==> src/design/prvr_pkg.sv <==
`timescale 1ns / 1ps
// ----------------------------------------------------------------------------
// prvr_pkg
// Shared types, constants and the arctangent table of the CORDIC vector unit.
// ----------------------------------------------------------------------------
package prvr_pkg;

   localparam int ITERATIONS_DEF = 16;
   localparam int TABLE_LEN      = 24;
   localparam int DATA_WIDTH     = 16;
   localparam int FRAC_BITS      = 12;
   localparam int WORK_W         = 32;
   localparam int DATA_LIMIT     = 2 ** (DATA_WIDTH - 1) - 1;

   // 1/K in Q30
   localparam logic signed [WORK_W-1:0] INV_GAIN_Q30 = 32'sd652032875;

   typedef enum logic [1:0] {
      CMD_POL2RECT = 2'd0,
      CMD_RECT2POL = 2'd1,
      CMD_ROTATE   = 2'd2,
      CMD_NONE     = 2'd3
   } prvr_cmd_type;

   typedef struct packed {
      prvr_cmd_type             cmd;
      logic                     zero_vec;
      logic signed [WORK_W-1:0] x;
      logic signed [WORK_W-1:0] y;
      logic [WORK_W-1:0]        z;
   } prvr_work_type;

   // atan(2^-i), 2^32 units per turn
   function automatic logic [WORK_W-1:0] prvr_atan(input int unsigned idx);
      logic [WORK_W-1:0] val;
      unique case (idx)
         0:  val = 32'h2000_0000;
         1:  val = 32'h12E4_051E;
         2:  val = 32'h09FB_385B;
         3:  val = 32'h0511_11D4;
         4:  val = 32'h028B_0D43;
         5:  val = 32'h0145_D7E1;
         6:  val = 32'h00A2_F61E;
         7:  val = 32'h0051_7C55;
         8:  val = 32'h0028_BE53;
         9:  val = 32'h0014_5F2F;
         10: val = 32'h000A_2F98;
         11: val = 32'h0005_17CC;
         12: val = 32'h0002_8BE6;
         13: val = 32'h0001_45F3;
         14: val = 32'h0000_A2F9;
         15: val = 32'h0000_517D;
         16: val = 32'h0000_28BE;
         17: val = 32'h0000_145F;
         18: val = 32'h0000_0A30;
         19: val = 32'h0000_0518;
         20: val = 32'h0000_028C;
         21: val = 32'h0000_0146;
         22: val = 32'h0000_00A3;
         23: val = 32'h0000_0051;
         default: val = '0;
      endcase
      return val;
   endfunction

endpackage

==> src/design/prvr_gain_round.sv <==
`timescale 1ns / 1ps
// ----------------------------------------------------------------------------
// prvr_gain_round
// Gain compensation multiply, rounding, saturation and result register.
// ----------------------------------------------------------------------------
module prvr_gain_round (
   input  logic                    clock,
   input  logic                    reset,
   input  logic                    in_valid,
   output logic                    in_ready,
   input  prvr_pkg::prvr_work_type in_work,
   output logic                    out_valid,
   input  logic                    out_ready,
   output logic signed [15:0]      x_out,
   output logic signed [15:0]      y_out,
   output logic [15:0]             mag_out,
   output logic signed [15:0]      angle_out
);

   localparam int PROD_W  = 2 * prvr_pkg::WORK_W;
   localparam int SHIFT   = 30 + prvr_pkg::FRAC_BITS;
   localparam int RES_W   = PROD_W - SHIFT;
   localparam logic signed [PROD_W-1:0] ROUND_BIAS = PROD_W'(64'sd1 <<< (SHIFT - 1));
   localparam logic signed [RES_W-1:0]  POS_LIM = RES_W'(prvr_pkg::DATA_LIMIT);
   localparam logic signed [RES_W-1:0]  NEG_LIM = -POS_LIM;
   localparam logic signed [RES_W-1:0]  MAG_MAX = RES_W'(65535);

   // product stage
   logic                       a_valid_ff;
   logic                       a_ready;
   logic signed [PROD_W-1:0]   prod_x_ff, prod_x_in;
   logic signed [PROD_W-1:0]   prod_y_ff, prod_y_in;
   prvr_pkg::prvr_cmd_type     a_cmd_ff;
   logic                       a_zero_ff;
   logic [15:0]                a_angle_ff;
   logic [prvr_pkg::WORK_W-1:0] z_rnd;

   // result stage
   logic                       b_valid_ff;
   logic                       b_ready;
   prvr_pkg::prvr_cmd_type     b_cmd_ff;
   logic signed [15:0]         x_out_ff, x_out_in;
   logic signed [15:0]         y_out_ff, y_out_in;
   logic [15:0]                mag_out_ff, mag_out_in;
   logic signed [15:0]         angle_out_ff, angle_out_in;
   logic signed [PROD_W-1:0]   sum_x, sum_y;
   logic signed [RES_W-1:0]    res_x, res_y;
   logic signed [15:0]         sat_x, sat_y;

   assign b_ready  = !b_valid_ff || out_ready;
   assign a_ready  = !a_valid_ff || b_ready;
   assign in_ready = a_ready;

   assign prod_x_in = in_work.x * prvr_pkg::INV_GAIN_Q30;
   assign prod_y_in = in_work.y * prvr_pkg::INV_GAIN_Q30;
   assign z_rnd     = in_work.z + 32'h0000_8000;

   always_comb begin
      sum_x = prod_x_ff + ROUND_BIAS;
      sum_y = prod_y_ff + ROUND_BIAS;
      res_x = sum_x[PROD_W-1:SHIFT];
      res_y = sum_y[PROD_W-1:SHIFT];

      if (res_x > POS_LIM) begin
         sat_x = POS_LIM[15:0];
      end else if (res_x < NEG_LIM) begin
         sat_x = NEG_LIM[15:0];
      end else begin
         sat_x = res_x[15:0];
      end
      if (res_y > POS_LIM) begin
         sat_y = POS_LIM[15:0];
      end else if (res_y < NEG_LIM) begin
         sat_y = NEG_LIM[15:0];
      end else begin
         sat_y = res_y[15:0];
      end

      x_out_in     = '0;
      y_out_in     = '0;
      mag_out_in   = '0;
      angle_out_in = '0;
      unique case (a_cmd_ff) inside
         prvr_pkg::CMD_POL2RECT, prvr_pkg::CMD_ROTATE: begin
            x_out_in = sat_x;
            y_out_in = sat_y;
         end
         prvr_pkg::CMD_RECT2POL: begin
            if (!a_zero_ff) begin
               if (res_x < 0) begin
                  mag_out_in = '0;
               end else if (res_x > MAG_MAX) begin
                  mag_out_in = MAG_MAX[15:0];
               end else begin
                  mag_out_in = res_x[15:0];
               end
               angle_out_in = a_angle_ff;
            end
         end
         default: begin
         end
      endcase
   end

   always_ff @(posedge clock) begin
      if (reset) begin
         a_valid_ff <= 1'b0;
         b_valid_ff <= 1'b0;
      end else begin
         if (a_ready) begin
            a_valid_ff <= in_valid;
         end
         if (b_ready) begin
            b_valid_ff <= a_valid_ff;
         end
      end
      if (a_ready && in_valid) begin
         prod_x_ff  <= prod_x_in;
         prod_y_ff  <= prod_y_in;
         a_cmd_ff   <= in_work.cmd;
         a_zero_ff  <= in_work.zero_vec;
         a_angle_ff <= z_rnd[prvr_pkg::WORK_W-1 -: 16];
      end
      if (b_ready && a_valid_ff) begin
         b_cmd_ff     <= a_cmd_ff;
         x_out_ff     <= x_out_in;
         y_out_ff     <= y_out_in;
         mag_out_ff   <= mag_out_in;
         angle_out_ff <= angle_out_in;
      end
   end

   assign out_valid = b_valid_ff;
   assign x_out     = x_out_ff;
   assign y_out     = y_out_ff;
   assign mag_out   = mag_out_ff;
   assign angle_out = angle_out_ff;

   // unused command gives an all-zero result
   a_none_zero: assert property (@(posedge clock) disable iff (reset)
      b_valid_ff && b_cmd_ff == prvr_pkg::CMD_NONE
      |-> x_out_ff == 0 && y_out_ff == 0 && mag_out_ff == 0 && angle_out_ff == 0)
      else $error("unused command produced a nonzero result");

   // polar results never carry x or y
   a_polar_xy: assert property (@(posedge clock) disable iff (reset)
      b_valid_ff && b_cmd_ff == prvr_pkg::CMD_RECT2POL |-> x_out_ff == 0 && y_out_ff == 0)
      else $error("rect-to-polar result has x or y set");

   // rectangular results stay inside the symmetric range, no polar fields
   a_rect_sat: assert property (@(posedge clock) disable iff (reset)
      b_valid_ff && (b_cmd_ff == prvr_pkg::CMD_POL2RECT || b_cmd_ff == prvr_pkg::CMD_ROTATE)
      |-> x_out_ff != 16'sh8000 && y_out_ff != 16'sh8000
          && mag_out_ff == 0 && angle_out_ff == 0)
      else $error("rectangular result out of range or carries polar fields");

   // a stalled result stage keeps its request and the product stage keeps its own
   a_hold: assert property (@(posedge clock) disable iff (reset)
      b_valid_ff && !out_ready && a_valid_ff |=> b_valid_ff && a_valid_ff)
      else $error("request dropped during stall");

endmodule

==> config.mk <==
export PLATFORM = sky130hd
export DESIGN_NAME = prvr_gain_round
export DESIGN_NICKNAME = d
export VERILOG_FILES = /design/src/design/prvr_pkg.sv /design/src/design/prvr_gain_round.sv
export SDC_FILE = /design/constraint.sdc
export NUM_CORES = 2
export LEC_CHECK = 0
export BUFFER_PORTS_ARGS = -buffer_cell sky130_fd_sc_hd__buf_2
export CAP_MARGIN = 30
export CELL_PAD_IN_SITES_DETAIL_PLACEMENT = 0
export CELL_PAD_IN_SITES_GLOBAL_PLACEMENT = 1
export CORE_MARGIN = 8
export CORE_UTILIZATION = 57
export CTS_BUF_LIST = sky130_fd_sc_hd__clkbuf_4 sky130_fd_sc_hd__clkbuf_8
export CTS_CLUSTER_DIAMETER = 60
export CTS_CLUSTER_SIZE = 14
export DETAILED_ROUTE_END_ITERATION = 8
export MAX_ROUTING_LAYER = met4
export PLACE_DENSITY = 0.94
export SYNTH_ARGS = -nofsm -noshare
export SYNTH_HDL_FRONTEND = slang
export SYNTH_SLANG_ARGS = --single-unit
==> constraint.sdc <==
create_clock -name clock -period 31.7 [get_ports clock]
set_input_delay 9.51 -clock clock [delete_from_list [all_inputs] [get_ports clock]]
set_output_delay 9.51 -clock clock [all_outputs]
set_load 0.02 [all_outputs]
Word-level counts from Yosys, hierarchy flattened
Cells that the tools add are included.
W data, S select, Z words.

word-level totals
  logic and storage cells = 45
  bits in registers = 213
  output and inout bits = 66

operators by class
  multipliers = 2
  multiplexer cells = 5
  eq/ne operators = 2
  reductions and logical operators = 12
  $add $sub $neg = 3
  bitwise operators = 2
  order comparisons = 6

operators with widths
  cell                      number
  $add A64 B43 Y64 const B  2
  $mul A32 B31 Y63 const B  2
  $mux W16                  3
  $gt A22 B16 Y1 const B    2
  $lt A22 B16 Y1 const B    2
  $add A32 B16 Y32 const B  1
  $mux W15                  2
  $gt A22 B17 Y1 const B    1
  $lt A22 B1 Y1 const B     1
  $reduce_or A2 Y1          4
  $reduce_or A3 Y1          1
  $eq A2 B1 Y1 const B      1
  $eq A2 B2 Y1 const B      1
  $logic_and A1 B1 Y1       2
  $logic_not A1 Y1          2
  $logic_not A2 Y1          1
  $logic_or A1 B1 Y1        2
  $not A1 Y1                2

Longest topological paths before layout
  word-level depth = 4
  depth in mapped cells = 28

Worst setup path after synthesis
OpenSTA, ideal clock, no wires.

  path kind = input-to-output
  start = input out_ready
  end = output in_ready
  path slack = 12.310 ns
  stages on the path = 2
  arrival time = 9.880 ns
  buffers on the path = 0
  cell sequence = nor2b_1 > nand2_1

between the ends
  longest elaborated chain between the ends = 2

RTL lines
  what                line                   RTL
  start, declared     prvr_gain_round.sv:13  input logic out_ready,
  $logic_or A1 B1 Y1  prvr_gain_round.sv:50  assign b_ready = !b_valid_ff || out_ready;
  $logic_or A1 B1 Y1  prvr_gain_round.sv:51  assign a_ready = !a_valid_ff || b_ready;
  end, declared       prvr_gain_round.sv:10  output logic in_ready,

No other way between the ends.

Worst setup path after layout
Same ends and word-level chain as after synthesis.

==> flow_summary.yaml <==
floorplanning:
  die-area_um2: 85300
  io-pin-count: 169
  die_y_um: 292
  rows: 101
  die_x_um: 292
  core_um2: 75700
  start_util_pct: 57.4
route:
  first_iter_violations: 1741
  route.detailed.drc: 0
  drt-wirelength-per-cell_um: 21.1
  first_pass_iters: 7
  route.antenna.remaining_nets: 0
  drt_wl_total_um: 112000
  num_vias: 28700
  routed_via_density: 5.43
worst_setup_path:
  crit_start: "out_ready"
  rrSetupSlack_ns: 28.28
  start_kind: "primary input"
  critPathKind: "primary input to output port"
  r2r_end: "y_out[14]"
  crit_required_ns: 22.19
  reg2reg_from: "prod_y_ff[42]"
  crit_fanout: 4
  endpoint_kind: "output port"
  reg2regPathDepth: 10
  crit_end: "in_ready"
  cp.arrival_ns: 10.20
global_routing:
  grt_max_degree: 65
  grt.overflow.total: 0
  grt_antenna_before_repair: 1
  grt_pass1_wl_um: 178000
  grt.total_usage_pct: 27.8
  grt_pass1_vias: 31600
timing:
  finClkSkew_ns: 0.0206
  setup_tns_ns: 0
  fmax_mhz: 50.7
  max_slew.worst_pin.slew_ns: 0.953
  finalHoldViolCount: 0
  setup_viol: 0
  min_period_over_period_pct: 62.2
  rsz0062_at_grt: "false"
  final-max-slew-violation-count: 0
  period_needed_ns: 19.71
  relSlewSlack_pct: 36.0
logic_synthesis:
  syn-cell-area_um2: 43400
  yosys-top-cells-count: "inv_1 (1,210), fa_1 (896), ha_1 (747)"
  dominantRegCellSynth: "edfxtp_1"
  synth_top_family_by_area: "adder cells"
  synth_nets: 5905
  synth_compound_area_share_pct: 6.53
  synth_most_common_cell: "inv_1"
  syn_avg_cell_area_um2: 10.4
  ys_warn_count: 0
  synthArstFlopShare_pct: 0
  synth_xor_area_share_pct: 5.97
  synthAdderAreaFrac_pct: 62.8
  synth-seq-cells: 129
  synth_top_area_share_pct: 41.3
  netlist_top_cells_area: "fa_1 (41%), ha_1 (22%), inv_1 (10%)"
  synth_top_cell_by_area: "fa_1"
  synth_cell_types: 86
  yosys.area_share.simple_pct: 4.73
  synth_edf_count: 127
  synth_cells: 4159
  synth_seq_area_share_pct: 8.88
  muxShareOfSynthArea_pct: 0.118
cells_and_area:
  drive_gt1_share_pct: 5.33
  final_nets: 6045
  diodes: 0
  syn2layout_area_growth_pct: 5.16
  ff_latch_area_um2: 3850
  fillers: 6329
  multi_input_area_um2: 34800
clock_tree:
  clk_path_buf_depth: 2
  clock_sinks: 129
  worstSkewPairLatency_ns: 0.47
  htree_num_levels: 4
  hold_buffers: 0
  cts_resized: 0
  path_clk_slew_ns: 0.09
  cts_setup_buffers: 0
  cts_root_buffer: "clkbuf_8"
  numCtsBuffers: 17
  cts_tree: "done"
placement:
  io_buffers: 153
  dp_hpwl_um: 100000
  finalWeightedCongestion: 0.971
job:
  drv_cap: 0
status:
  status: "complete, no violations"
min_path:
  hold_class: "register to register"
==> flip-flops by register name, summed over array words and instances, names as in the netlist, 2 cells and up <==
signal,cells
a_angle_ff,16
mag_out,16
a_cmd_ff,2
prod_x_ff,22
angle_out,16
prod_y_ff,22
x_out,16
y_out,16
==> placed cells by master, fill, tap and decap left out, types with 9 or more instances in the layout <==
cell type and count:
and3_1 17, nand3_1 45, xnor2_1 135, a21oi_1 179, a21o_1 85, buf_2 155, xor2_1 161, ha_1 747
nor2b_1 29, fa_1 896, o21a_1 9, nand2_1 100, o21ai_0 64, nor2_1 57, nand4_1 26, inv_1 1209
nor3_1 15, o21bai_1 9, edfxtp_1 127, and2_1 30, a211oi_1 9, clkbuf_8 17, o21ai_2 11, a22o_1 9
==> metrics by stage <==
| step | cells | setup slack (ns) | area, um2 | hold WS (ns) | utilization [%] |
|---|---|---|---|---|---|
| after CTS | 5290 | 11.99 | 45700 | 0.519 | 60.3 |
| after global routing | 5290 | 11.93 | 45700 | 0.540 | 60.3 |
| after global placement | 5256 | 12.02 | 45300 | 0.499 | 59.8 |
| after detailed placement | 5258 | 11.99 | 45300 | 0.506 | 59.8 |
| after floorplan | 4159 | 12.31 | 43400 | 0.478 | - |
| final | 5290 | 11.99 | 45700 | 0.520 | 60.3 |
==> metal layers <==
layer | up-vias | GRT usage [%] | wire length, um | share of wire [%]
li1 | 13200 | - | - | -
met1 | 14400 | 37.2 | 49100 | 44
met2 | 902 | 43.2 | 51300 | 46
met3 | 208 | 4.59 | 6850 | 6.1
met4 | 0 | 9.16 | 4530 | 4.0
met5 | - | - | 0 | 0
==> worst max-delay path: stages <==
cell	delay [ns]
buf_2	0.10
nor2b_1	0.30
nand2_1	0.12
buf_2	0.17
==> area by class of cell <==
| class | instances | share of cell area (%) |
|---|---|---|
| Multi-Input combinational cell | 2778 | 76.3 |
| Inverter | 1211 | 9.96 |
| Sequential cell | 129 | 8.44 |
| Tap cell | 978 | 2.68 |
| Timing Repair Buffer | 162 | 1.81 |
| Clock buffer | 17 | 0.512 |
| Clock inverter | 15 | 0.315 |
==> how the worst min path moves through the flow <==
stage | startpoint | endpoint | slack [ns] | cells after the start
after floorplan | a_valid_ff | out_valid | 0.48 | 2
after global placement | a_angle_ff[8] | angle_out[8] | 0.50 | 1
after detailed placement | a_angle_ff[1] | angle_out[1] | 0.51 | 1
after CTS | a_valid_ff | out_valid | 0.52 | 2
after global routing | a_valid_ff | out_valid | 0.54 | 2
final | a_valid_ff | out_valid | 0.52 | 2
==> logic make-up (layout without fill, tap and decap cells) <==
| kind of cell | Yosys count | count (layout) |
|---|---|---|
| buffers and inverters | 1252 | 1405 |
| AOI/OAI and AO/OA | 448 | 448 |
| DFF | 129 | 129 |
| muxes | 5 | 5 |
| adders and majority gates | 1643 | 1643 |
| and+or+nand+nor | 386 | 386 |
| xor gates and xnor gates | 296 | 296 |
Power is not shown: default switching activity piles up to over one toggle a cycle in this logic, so the estimate is an artifact.
